$ cat src/hw/rtl/lwi_pkg.sv
// Package for the loudness weighting interpolator: breakpoint ROM, widths, types.
`timescale 1ns / 1ps
`default_nettype none
package lwi_pkg;

  localparam int BREAKPOINTS = 31;
  localparam int NSEG        = BREAKPOINTS - 1;
  localparam int SEG_W       = (NSEG > 1) ? $clog2(NSEG) : 1;

  localparam int FREQ_W  = 16;
  localparam int MAG_W   = 32;
  localparam int GAIN_W  = 15;
  localparam int K_W     = 40;             // |dG| * reciprocal, per segment
  localparam int PROD_W  = K_W + FREQ_W;
  localparam int P_W     = MAG_W + GAIN_W + 1;
  localparam int RES_W   = P_W - 14;

  localparam logic [FREQ_W-1:0] FREQ_LIMIT = 16'd50000;
  localparam logic [GAIN_W-1:0] GAIN_MAX   = 15'd18350;

  localparam int NSTAGE      = 7;          // total pipeline depth
  localparam int GAIN_STAGES = 5;          // stages inside the gain unit

  typedef logic [FREQ_W-1:0] freq_t;
  typedef logic [GAIN_W-1:0] gain_t;
  typedef logic [GAIN_STAGES-1:0] gain_en_t;

  // Breakpoint frequencies in half-hertz units.
  localparam freq_t FREQ_TAB [BREAKPOINTS] = '{
    16'd0, 16'd40, 16'd50, 16'd63, 16'd80, 16'd100, 16'd126, 16'd160, 16'd200,
    16'd250, 16'd320, 16'd400, 16'd500, 16'd630, 16'd800, 16'd1000, 16'd1260,
    16'd1600, 16'd2000, 16'd2500, 16'd3200, 16'd4000, 16'd5000, 16'd6300,
    16'd8000, 16'd10000, 16'd12600, 16'd16000, 16'd20000, 16'd25000, 16'd50000
  };

  // Breakpoint gains, Q1.14.
  localparam gain_t GAIN_TAB [BREAKPOINTS] = '{
    15'd0, 15'd6554, 15'd6881, 15'd7373, 15'd7864, 15'd8356, 15'd8847,
    15'd9503, 15'd10158, 15'd10813, 15'd11469, 15'd12124, 15'd12943,
    15'd13763, 15'd14418, 15'd15073, 15'd15729, 15'd16220, 15'd16220,
    15'd15565, 15'd15401, 15'd16548, 15'd17859, 15'd18350, 15'd17859,
    15'd16220, 15'd14254, 15'd12616, 15'd11960, 15'd12616, 15'd0
  };

endpackage
`default_nettype wire

$ cat src/hw/rtl/lwi_gain.sv
// Gain unit: segment search, reciprocal interpolation, five register stages.
`timescale 1ns / 1ps
`default_nettype none
module lwi_gain (
  input  wire logic             clk,
  input  wire lwi_pkg::gain_en_t stg_en,
  input  wire lwi_pkg::freq_t    freq,
  output lwi_pkg::gain_t         gain
);
  import lwi_pkg::*;

  // Per-segment constants, folded at elaboration.
  logic [K_W-1:0] seg_k   [NSEG];
  logic           seg_neg [NSEG];

  for (genvar i = 0; i < NSEG; i++) begin : g_seg
    localparam longint unsigned W  = longint'(FREQ_TAB[i+1]) - longint'(FREQ_TAB[i]);
    localparam longint unsigned R  = ((64'd1 << 32) + W / 2) / W;
    localparam int              D  = int'(GAIN_TAB[i+1]) - int'(GAIN_TAB[i]);
    localparam longint unsigned AD = (D < 0) ? longint'(-D) : longint'(D);
    localparam longint unsigned K  = AD * R;
    assign seg_k[i]   = K[K_W-1:0];
    assign seg_neg[i] = (D < 0);
  end

  // stage 1: breakpoint compares
  logic [NSEG-1:0] thermo_r, thermo_nxt;
  freq_t           f1_r;
  logic            inr1_r, inr1_nxt;

  always_comb begin
    for (int i = 0; i < NSEG; i++) begin
      thermo_nxt[i] = (freq >= FREQ_TAB[i]);
    end
    inr1_nxt = (freq != '0) && (freq < FREQ_LIMIT);
  end

  always_ff @(posedge clk) begin
    if (stg_en[0]) begin
      thermo_r <= thermo_nxt;
      f1_r     <= freq;
      inr1_r   <= inr1_nxt;
    end
  end

  // stage 2: segment index, highest breakpoint not above f
  logic [SEG_W-1:0] idx_r, idx_nxt;
  freq_t            f2_r;
  logic             inr2_r;

  always_comb begin
    idx_nxt = '0;
    for (int i = 1; i < NSEG; i++) begin
      if (thermo_r[i]) idx_nxt = SEG_W'(i);
    end
  end

  always_ff @(posedge clk) begin
    if (stg_en[1]) begin
      idx_r  <= idx_nxt;
      f2_r   <= f1_r;
      inr2_r <= inr1_r;
    end
  end

  // stage 3: table lookup and offset into segment
  logic [K_W-1:0] k_r;
  freq_t          d_r, d_nxt;
  gain_t          g3_r;
  logic           neg3_r, inr3_r;

  assign d_nxt = f2_r - FREQ_TAB[idx_r];

  always_ff @(posedge clk) begin
    if (stg_en[2]) begin
      k_r    <= seg_k[idx_r];
      d_r    <= d_nxt;
      g3_r   <= GAIN_TAB[idx_r];
      neg3_r <= seg_neg[idx_r];
      inr3_r <= inr2_r;
    end
  end

  // stage 4: scaled step times offset
  logic [PROD_W-1:0] prod_r, prod_nxt;
  gain_t             g4_r;
  logic              neg4_r, inr4_r;

  assign prod_nxt = PROD_W'(k_r) * PROD_W'(d_r);

  always_ff @(posedge clk) begin
    if (stg_en[3]) begin
      prod_r <= prod_nxt;
      g4_r   <= g3_r;
      neg4_r <= neg3_r;
      inr4_r <= inr3_r;
    end
  end

  // stage 5: round off the Q0.32 scale and apply the step
  logic [PROD_W-1:0] rnd;
  logic [FREQ_W:0]   q;
  logic [FREQ_W:0]   gsum;
  gain_t             gain_r, gain_nxt;

  always_comb begin
    rnd      = prod_r + (PROD_W'(1) << 31);
    q        = rnd[32 +: (FREQ_W + 1)];
    gsum     = neg4_r ? ((FREQ_W + 1)'(g4_r) - q) : ((FREQ_W + 1)'(g4_r) + q);
    gain_nxt = inr4_r ? gsum[GAIN_W-1:0] : '0;
  end

  always_ff @(posedge clk) begin
    if (stg_en[4]) begin
      gain_r <= gain_nxt;
    end
  end

  assign gain = gain_r;

endmodule
`default_nettype wire

$ cat src/hw/rtl/loudness_weighting_interpolator.sv
// An accepted item passes through the gain unit stages, the multiply stage and the output register.
// Throughput: one item per cycle while out_stall is low; each stage holds its own valid bit and
// takes a new item whenever it is empty or its successor moves.
// The gain path holds a 40x16 multiply, the output path a 32x15 multiply.
// Reset (rst_n low, synchronous) clears all stage valid bits; data is not reset.
`timescale 1ns / 1ps
`default_nettype none
module loudness_weighting_interpolator (
  input  wire logic                          clk,
  input  wire logic                          rst_n,
  input  wire logic                          in_valid,
  output logic                               in_stall,
  input  wire logic [lwi_pkg::FREQ_W-1:0]    in_freq_half_hz,
  input  wire logic signed [lwi_pkg::MAG_W-1:0] in_magnitude,
  input  wire logic                          in_last_bin,
  output logic                               out_valid,
  input  wire logic                          out_stall,
  output logic signed [lwi_pkg::MAG_W-1:0]   out_weighted_magnitude,
  output logic [lwi_pkg::GAIN_W-1:0]         out_gain_applied,
  output logic                               out_saturated,
  output logic                               out_last_out
);
  import lwi_pkg::*;

  // valid_r[k] is stage k+1; ready[k] lets stage k+1 load.
  logic [NSTAGE-1:0] valid_r;
  logic [NSTAGE:0]   ready;

  always_comb begin
    ready[NSTAGE] = !out_stall;
    for (int k = NSTAGE - 1; k >= 0; k--) begin
      ready[k] = !valid_r[k] || ready[k+1];
    end
  end

  assign in_stall  = !ready[0];
  assign out_valid = valid_r[NSTAGE-1];

  always_ff @(posedge clk) begin
    if (!rst_n) begin
      valid_r <= '0;
    end else begin
      if (ready[0]) valid_r[0] <= in_valid;
      for (int k = 1; k < NSTAGE; k++) begin
        if (ready[k]) valid_r[k] <= valid_r[k-1];
      end
    end
  end

  // gain unit covers stages 1..5
  gain_t gain5;

  lwi_gain u_gain (
    .clk    (clk),
    .stg_en (ready[GAIN_STAGES-1:0]),
    .freq   (in_freq_half_hz),
    .gain   (gain5)
  );

  // magnitude and marker ride along the gain stages
  logic signed [MAG_W-1:0] mag_r  [GAIN_STAGES];
  logic                    last_r [GAIN_STAGES];

  always_ff @(posedge clk) begin
    if (ready[0]) begin
      mag_r[0]  <= in_magnitude;
      last_r[0] <= in_last_bin;
    end
    for (int k = 1; k < GAIN_STAGES; k++) begin
      if (ready[k]) begin
        mag_r[k]  <= mag_r[k-1];
        last_r[k] <= last_r[k-1];
      end
    end
  end

  // stage 6: magnitude times gain
  logic signed [P_W-1:0] p_r, p_nxt;
  gain_t                 gain6_r;
  logic                  last6_r;

  assign p_nxt = P_W'(mag_r[GAIN_STAGES-1]) * $signed({1'b0, gain5});

  always_ff @(posedge clk) begin
    if (ready[GAIN_STAGES]) begin
      p_r     <= p_nxt;
      gain6_r <= gain5;
      last6_r <= last_r[GAIN_STAGES-1];
    end
  end

  // stage 7: round half up, saturate, output register
  logic signed [P_W-1:0]   biased;
  logic signed [RES_W-1:0] res;
  logic signed [MAG_W-1:0] wm_nxt;
  logic                    sat_nxt;

  always_comb begin
    biased = p_r + P_W'(8192);
    res    = RES_W'(biased >>> 14);
    if (res > RES_W'(32'sh7FFF_FFFF)) begin
      wm_nxt  = 32'sh7FFF_FFFF;
      sat_nxt = 1'b1;
    end else if (res < -(RES_W'(33'sh0_8000_0000))) begin
      wm_nxt  = 32'sh8000_0000;
      sat_nxt = 1'b1;
    end else begin
      wm_nxt  = res[MAG_W-1:0];
      sat_nxt = 1'b0;
    end
  end

  always_ff @(posedge clk) begin
    if (ready[NSTAGE-1]) begin
      out_weighted_magnitude <= wm_nxt;
      out_gain_applied       <= gain6_r;
      out_saturated          <= sat_nxt;
      out_last_out           <= last6_r;
    end
  end

  a_zero_gain_zero_out: assert property (@(posedge clk) disable iff (!rst_n)
    out_valid && (out_gain_applied == '0) |-> (out_weighted_magnitude == '0) && !out_saturated)
    else $error("zero gain gave nonzero result");

  a_gain_bound: assert property (@(posedge clk) disable iff (!rst_n)
    out_valid |-> (out_gain_applied <= GAIN_MAX))
    else $error("gain above table maximum");

  a_accept_fills_stage1: assert property (@(posedge clk) disable iff (!rst_n)
    in_valid && !in_stall |=> valid_r[0])
    else $error("accepted item lost at stage 1");

  a_no_drop: assert property (@(posedge clk) disable iff (!rst_n)
    valid_r[NSTAGE-2] && !ready[NSTAGE-1] |=> valid_r[NSTAGE-2])
    else $error("stalled item dropped at stage 6");

endmodule
`default_nettype wire

$ cat config.mk
export PLATFORM = sky130hd
export DESIGN_NAME = loudness_weighting_interpolator
export DESIGN_NICKNAME = d
export VERILOG_FILES = /design/src/hw/rtl/lwi_pkg.sv /design/src/hw/rtl/lwi_gain.sv /design/src/hw/rtl/loudness_weighting_interpolator.sv
export SDC_FILE = /design/constraint.sdc
export NUM_CORES = 2
export LEC_CHECK = 0
export BUFFER_PORTS_ARGS = -buffer_cell sky130_fd_sc_hd__buf_2
export CAP_MARGIN = 5
export CORE_MARGIN = 2
export CORE_UTILIZATION = 35
export CTS_BUF_LIST = sky130_fd_sc_hd__clkbuf_2
export DETAILED_ROUTE_END_ITERATION = 12
export PLACE_DENSITY = 0.61
export SYNTH_ARGS = -nofsm -noshare
export SYNTH_HDL_FRONTEND = slang
export SYNTH_SLANG_ARGS = --single-unit
$ cat constraint.sdc
create_clock -name clk -period 6.7 [get_ports clk]
set_input_delay 0.67 -clock clk [delete_from_list [all_inputs] [get_ports clk]]
set_output_delay 0.67 -clock clk [all_outputs]
set_load 0.1 [all_outputs]
# After elaboration in Yosys (flattened, before gate mapping)
# Memory sizes are Yosys's and may differ from the RTL's. A register that Yosys moved wholly into a read port is not among the register bits.
# Cells that the tools add are included.
[totals] ff_bits=284 mem_bits_rw=165 romBits=2304 in_bits=53 out_inout_bits=51 word_cells=141 memories=6
[op_classes] addsub=5 multipliers=2 order_cmp=34 mux=43 bitwise=1 n_reduce_logical=21
[memory_table] memory="(no name shown)" words=32 width=40 rd=1 rd_ports_with_merged_regs=1 wr=0 line_no="lwi_gain.sv:76" source="k_r <= seg_k[idx_r];"
[memory_table] memory="(no name shown)" words=32 width=16 rd=1 rd_ports_with_merged_regs=0 wr=0 line_no="lwi_gain.sv:72" source="assign d_nxt = f2_r - FREQ_TAB[idx_r];"
[memory_table] memory="(no name shown)" words=32 width=15 rd=1 rd_ports_with_merged_regs=1 wr=0 line_no="lwi_gain.sv:78" source="g3_r <= GAIN_TAB[idx_r];"
[memory_table] memory="mag_r" words=5 width=32 rd=5 rd_ports_with_merged_regs=0 wr=5 line_no="loudness_weighting_interpolator.sv:61" source="logic signed [MAG_W-1:0] mag_r [GAIN_STAGES];"
[memory_table] memory="(no name shown)" words=32 width=1 rd=1 rd_ports_with_merged_regs=1 wr=0 line_no="lwi_gain.sv:79" source="neg3_r <= seg_neg[idx_r];"
[memory_table] memory="last_r" words=5 width=1 rd=5 rd_ports_with_merged_regs=1 wr=5 line_no="loudness_weighting_interpolator.sv:62" source="logic last_r [GAIN_STAGES];"
[ops] op="2-to-1 mux 4 bit" n=16
[ops] op="adder 48 x 15 -> 48 bit (second input constant)" n=1
[ops] op="greater-or-equal comparator 16 x 10 -> 1 bit (second input constant)" n=3
[ops] op="greater-or-equal comparator 16 x 11 -> 1 bit (second input constant)" n=3
[ops] op="greater-or-equal comparator 16 x 12 -> 1 bit (second input constant)" n=3
[ops] op="greater-or-equal comparator 16 x 13 -> 1 bit (second input constant)" n=3
[ops] op="greater-or-equal comparator 16 x 14 -> 1 bit (second input constant)" n=3
[ops] op="greater-or-equal comparator 16 x 6 -> 1 bit (second input constant)" n=3
[ops] op="greater-or-equal comparator 16 x 7 -> 1 bit (second input constant)" n=3
[ops] op="greater-or-equal comparator 16 x 8 -> 1 bit (second input constant)" n=3
[ops] op="greater-or-equal comparator 16 x 9 -> 1 bit (second input constant)" n=3
[ops] op="multiplier 32 x 16 -> 48 bit" n=1
[ops] op="adder 47 x 32 -> 47 bit (second input constant)" n=1
[ops] op="multiplier 40 x 16 -> 47 bit" n=1
[ops] op="> comparator 34 x 32 -> 1 bit (second input constant)" n=1
[ops] op="less-than comparator 34 x 32 -> 1 bit (second input constant)" n=1
[ops] op="greater-or-equal comparator 16 x 15 -> 1 bit (second input constant)" n=2
[ops] op="2-to-1 mux 16 bit" n=2
[ops] op="2-to-1 mux 32 bit" n=1
[ops] op="2-to-1 mux 3 bit" n=8
[ops] op="greater-or-equal comparator 16 x 1 -> 1 bit (second input constant)" n=1
[ops] op="less-than comparator 16 bit (second input constant)" n=1
[ops] op="nonzero test 16 bit" n=1
[ops] op="subtractor 16 bit" n=1
[ops] op="13 further kinds" n=40

# Depth between registers and ports, before layout
[logic_depth] ltp_word=28 mapped_depth=25 depth_no_buf=24

# Cells and area by module
# From an unflattened synthesis, not the netlist that was laid out.
[hier_totals] hier_cells=5370 hier_area_um2=53844.1
[by_module_without_submodules] mod="lwi_gain" n_inst=1 cells_each=3064 area_per_inst_um2=28143.2 seq_area_each_um2=5645.4
[by_module_without_submodules] mod="loudness_weighting_interpolator" n_inst=1 cells_each=2306 area_per_inst_um2=25700.9 seq_area_each_um2=8097.8

# Worst setup path before layout
# No wires, ideal clock.
[synth_path] kind="register to register" start="reg u_gain.d_r[9]" end="reg u_gain.prod_r[46] (data pin)" setup_time_ps=260 arrival_ps=6315 required_ps=6440 path_slack_ps=125 stages_incl_launch_ff=24 path_buffers=2 period_less_slack_ps=6575 cell_sequence="edfxtp_1 -> clkbuf_1 -> clkbuf_1 -> nand2_1 -> fa_1 -> inv_1 -> fa_1 -> fa_1 -> fa_1 -> fa_1 -> inv_1 -> fa_1 -> inv_1 -> ha_1 -> a21o_1 -> a21o_1 -> a21oi_1 -> o211ai_1 -> a221oi_1 -> a21o_1 -> o31ai_1 -> a211o_1 -> a21oi_1 -> xnor2_1"
[synth_via] elab_chain_len=1
[synth_lines] item="start: declaration" line_no="lwi_gain.sv:68" source="freq_t d_r, d_nxt;"
[synth_lines] item="start signal: assignment" line_no="lwi_gain.sv:77" source="d_r <= d_nxt;"
[synth_lines] item="multiplier 40 x 16 -> 47 bit" line_no="lwi_gain.sv:89" source="assign prod_nxt = PROD_W'(k_r) * PROD_W'(d_r);"
[synth_lines] item="named net u_gain.prod_nxt[46]" line_no="lwi_gain.sv:85" source="logic [PROD_W-1:0] prod_r, prod_nxt;"
[synth_lines] item="end signal: assignment" line_no="lwi_gain.sv:93" source="prod_r <= prod_nxt;"
[synth_lines] item="end: declaration" line_no="lwi_gain.sv:85"
# The timed path passes the listed nets, and every way through them passes these cells.
# A chain may end at the register's enable or synchronous reset.

# Worst setup path after layout
[layout_path] start="reg u_gain.gain_r[5], in the netlist u_gain.gain[5]" end="reg p_r[44] (data pin)"
[layout_via] elab_chain_len=1
[layout_lines] item="start: declaration" line_no="lwi_gain.sv:104" source="gain_t gain_r, gain_nxt;"
[layout_lines] item="start signal: assignment" line_no="lwi_gain.sv:115" source="gain_r <= gain_nxt;"
[layout_lines] item="multiplier 32 x 16 -> 48 bit" line_no="loudness_weighting_interpolator.sv:82" source="assign p_nxt = P_W'(mag_r[GAIN_STAGES-1]) * $signed({1'b0, gain5});"
[layout_lines] item="named net p_nxt[44]" line_no="loudness_weighting_interpolator.sv:78" source="logic signed [P_W-1:0] p_r, p_nxt;"
[layout_lines] item="end signal: assignment" line_no="loudness_weighting_interpolator.sv:86" source="p_r <= p_nxt;"
[layout_lines] item="end: declaration" line_no="loudness_weighting_interpolator.sv:78"
# The timed path passes the listed nets, and every way through them passes these cells.

==> impl_metrics.env <==
export IMPL_outcome="finished, final reports clean"
export IMPL_die_area_mm2=0.155
export IMPL_max_stage_delay_ns=0.56
export IMPL_drc=0
export IMPL_syn_area_mm2=0.0532
export IMPL_postRouteAntennaNets=0
export IMPL_finalCriticalPeriod_ns=6.67
export IMPL_layout_nets=7043
export IMPL_grt_max_degree=116
export IMPL_crit_start="u_gain.gain[5]"
export IMPL_synth_edf_count=453
export IMPL_instances_no_fill=7905
export IMPL_cp_num_buf_inv=4
export IMPL_cts_root_buf="clkbuf_2"
export IMPL_grt_use_met2_pct=30.6
export IMPL_rrSetupSlack_ns=0.03
export IMPL_max_cap_violations=0
export IMPL_fmax_mhz=150
export IMPL_ff2ff_path_depth=22
export IMPL_synthTopCellsByArea="fa_1 35%, edfxtp_1 26%, inv_1 7.7%"
export IMPL_synth_nets=6572
export IMPL_yosysUniqueCellTypes=76
export IMPL_die_y_um=394
export IMPL_antenna_found_initial=6
export IMPL_synth_top_area_cell="fa_1"
export IMPL_path_clk_slew_ns=0.12
export IMPL_dp_hpwl_um=110000
export IMPL_fin_util_pct=40.8
export IMPL_setup_worst_path_end_class="flip-flop"
export IMPL_crit_path_end="p_r[44]"
export IMPL_drv_slew=0
export IMPL_finalHoldViolations=0
export IMPL_via_count=38100
export IMPL_cp_slowest_cell="edfxtp_1"
export IMPL_rsz0062_at_grt="true"
export IMPL_cp_common_cell="fa_1"
export IMPL_crit_type="flip-flop to flip-flop"
export IMPL_setup_violations=0
export IMPL_synth_most_common_cell="inv_1"
export IMPL_die_x_um=394
export IMPL_required_ns=7.71
export IMPL_synth_common_cells="1,096 x inv_1, 943 x fa_1, 821 x nand2_1"
export IMPL_yosysTopAreaCellShare_pct=35.5
export IMPL_ys_flop_type="edfxtp_1"
export IMPL_clk_latency_ns=1.41
export IMPL_drive_above_1_share_pct=15.2
export IMPL_grt_pass1_wl_um=225000
export IMPL_portBuffers=103
export IMPL_cp_depth=22
export IMPL_syn_to_final_growth_pct=16.1
export IMPL_globalRouteOverflowTotal=0
export IMPL_routedWlPerCell_um=17.7
export IMPL_period_share_pct=99.6
export IMPL_dp_cells=7544
export IMPL_synthArstFlopShare_pct=0
export IMPL_rr_endpoint="p_r[44]"
export IMPL_htree_levels=3
export IMPL_io_pins=104
export IMPL_start_util_pct=35.1
export IMPL_synth_seq_cells=460
export IMPL_fin_skew_ns=0.203
export IMPL_vias_per_cell=4.81
export IMPL_gp_congestion=0.913
export IMPL_crit_arrival_ns=7.69
export IMPL_core_area_mm2=0.152
export IMPL_grtUsageMet3_pct=2.65
export IMPL_grt_pass1_vias=40900
export IMPL_cts_buffer_depth=3
export IMPL_cp_top_family="adder cells"
export IMPL_reg2reg_from="u_gain.gain[5]"
export IMPL_start_kind="flip-flop"
export IMPL_max_slew_margin_pct=25.2
export IMPL_cts_sinks=460
export IMPL_synth_area_per_cell_um2=10.0
export IMPL_drt_pass1_iter_count=6
export IMPL_cts_tree="done"
export IMPL_rows=143
export IMPL_cts_buffers=113
export IMPL_netlist_instances=5326
export IMPL_met1_usage_pct=24.6
export IMPL_crit_chain="and2_1, fa_1, inv_2, fa_1, fa_1, inv_1, fa_1, fa_1, inv_2, fa_1, inv_1, ha_1, and4_4, o211ai_1, a311o_1, nand3b_1, a31o_4, o31a_1, a311o_1, nand3_2, a31oi_1, o31a_1"
export IMPL_seq_area_frac_synth_pct=25.8
export IMPL_drtIter0Drc=2527
export IMPL_wirelength_um=140000
export IMPL_crit_fanout=8
export IMPL_hp_class="primary input to flip-flop"
export IMPL_tightest_slew_ns=1.12
export IMPL_busiest_layer="met2"
export IMPL_fin_tns_setup_ns=0
export IMPL_grt_usage_pct=18.2
export IMPL_ys_warn_count=0
sequential cells by signal, summed over array words and instances (netlist names), 5 cells and up:
| signal | cells |
|---|---|
| u_gain.gain | 15 |
| u_gain.f1_r | 16 |
| u_gain.prod_r | 16 |
| u_gain.k_r | 39 |
| u_gain.idx_r | 5 |
| mag_r | 160 |
| out_weighted_magnitude | 32 |
| valid_r | 7 |
| p_r | 35 |
| u_gain.d_r | 16 |
| gain6_r | 15 |
| u_gain.g3_r | 15 |
| u_gain.thermo_r | 29 |
| u_gain.g4_r | 15 |
| last_r | 5 |
| u_gain.f2_r | 16 |
| out_gain_applied | 15 |
kinds of logic after synthesis:
family	Yosys count	synth area share, %
adders and majority gates	1193	41.3
xor gates and xnor gates	151	2.48
AOI/OAI and AO/OA	536	6.25
muxes	4	0.0987
and+or+nand+nor	1628	14.5
buffers and inverters	1354	9.55
DFF	460	25.8
worst register-to-register path, cell delays in order, from the launching register on:
cell and delay (ns):
edfxtp_1 0.56, and2_1 0.22, fa_1 0.52, inv_2 0.04, fa_1 0.50, fa_1 0.53
inv_1 0.05, fa_1 0.49, fa_1 0.57, inv_2 0.04, fa_1 0.53, inv_1 0.05
ha_1 0.31, and4_4 0.21, o211ai_1 0.10, a311o_1 0.21, nand3b_1 0.16, a31o_4 0.30
o31a_1 0.25, a311o_1 0.36, nand3_2 0.09, a31oi_1 0.08, o31a_1 0.24
per-stage QoR:
stage,hold slack (ns),area (um^2),worst slack [ns]
floorplan,0.400,53200,0.125
global placement,0.401,58200,-0.256
detailed placement,0.405,58200,-0.422
CTS,0.00187,60800,0.00128
global route,0.00972,61800,-0.125
finish,0.216,61800,0.0259
per-layer routing:
| layer | part of all wire (%) | wire length [um] |
|---|---|---|
| met1 | 44 | 61000 |
| met2 | 48 | 67000 |
| met3 | 5.3 | 7330 |
| met4 | 3.0 | 4190 |
| met5 | 0.0086 | 12 |
layout by cell type (no fill, tap or decap), types with 33 or more instances in the layout:
cell type and count:
a21o_1 46, a21oi_1 125, and2_1 394, buf_2 104, buf_4 355, clkbuf_2 154, dlygate4sd3_1 91, edfxtp_1 453
fa_1 910, fa_2 33, ha_1 219, inv_1 1067, nand2_1 811, nand3_1 54, nor2_1 140, nor3_1 45
o21ai_0 149, xnor2_1 85, xor2_1 63
cell type report:
| cell class | instances | area (um^2) |
|---|---|---|
| fill | 14700 | 89800 |
| multi-input combinational | 3512 | 35300 |
| sequential | 460 | 13700 |
| timing repair buffer | 611 | 5030 |
| inverter | 1099 | 4130 |
| tap | 2030 | 2540 |
| clock buffer | 154 | 771 |
| clock inverter | 34 | 238 |
| antenna | 5 | 12.5 |
worst min-delay path by stage:
stage                              startpoint              end  slack [ns]  cells past startpoint
after global routing         in_magnitude[19]     mag_r[0][19]        0.01                      2
after CTS                 in_freq_half_hz[15]  u_gain.f1_r[15]       0.002                      2
after floorplan                     last_r[4]          last6_r        0.40                      0
after global placement        u_gain.f1_r[14]  u_gain.f2_r[14]        0.40                      0
final                        in_magnitude[19]     mag_r[0][19]        0.22                      2
after detailed placement            last_r[2]        last_r[3]        0.40                      0
repair_timing:
action / CTS / global route
setup endpoints to repair: 20 / 29
resized for setup: 89 / 170
buffers inserted: 39 / 36
hold endpoints to repair: 99 / 0
hold buffers: 91 / 0
gates cloned: 1 / 2
pin swaps: 70 / 171
Power is left out: the tool's default activity adds up to more than one toggle a clock period on the data nets, which glitch-free logic cannot reach.
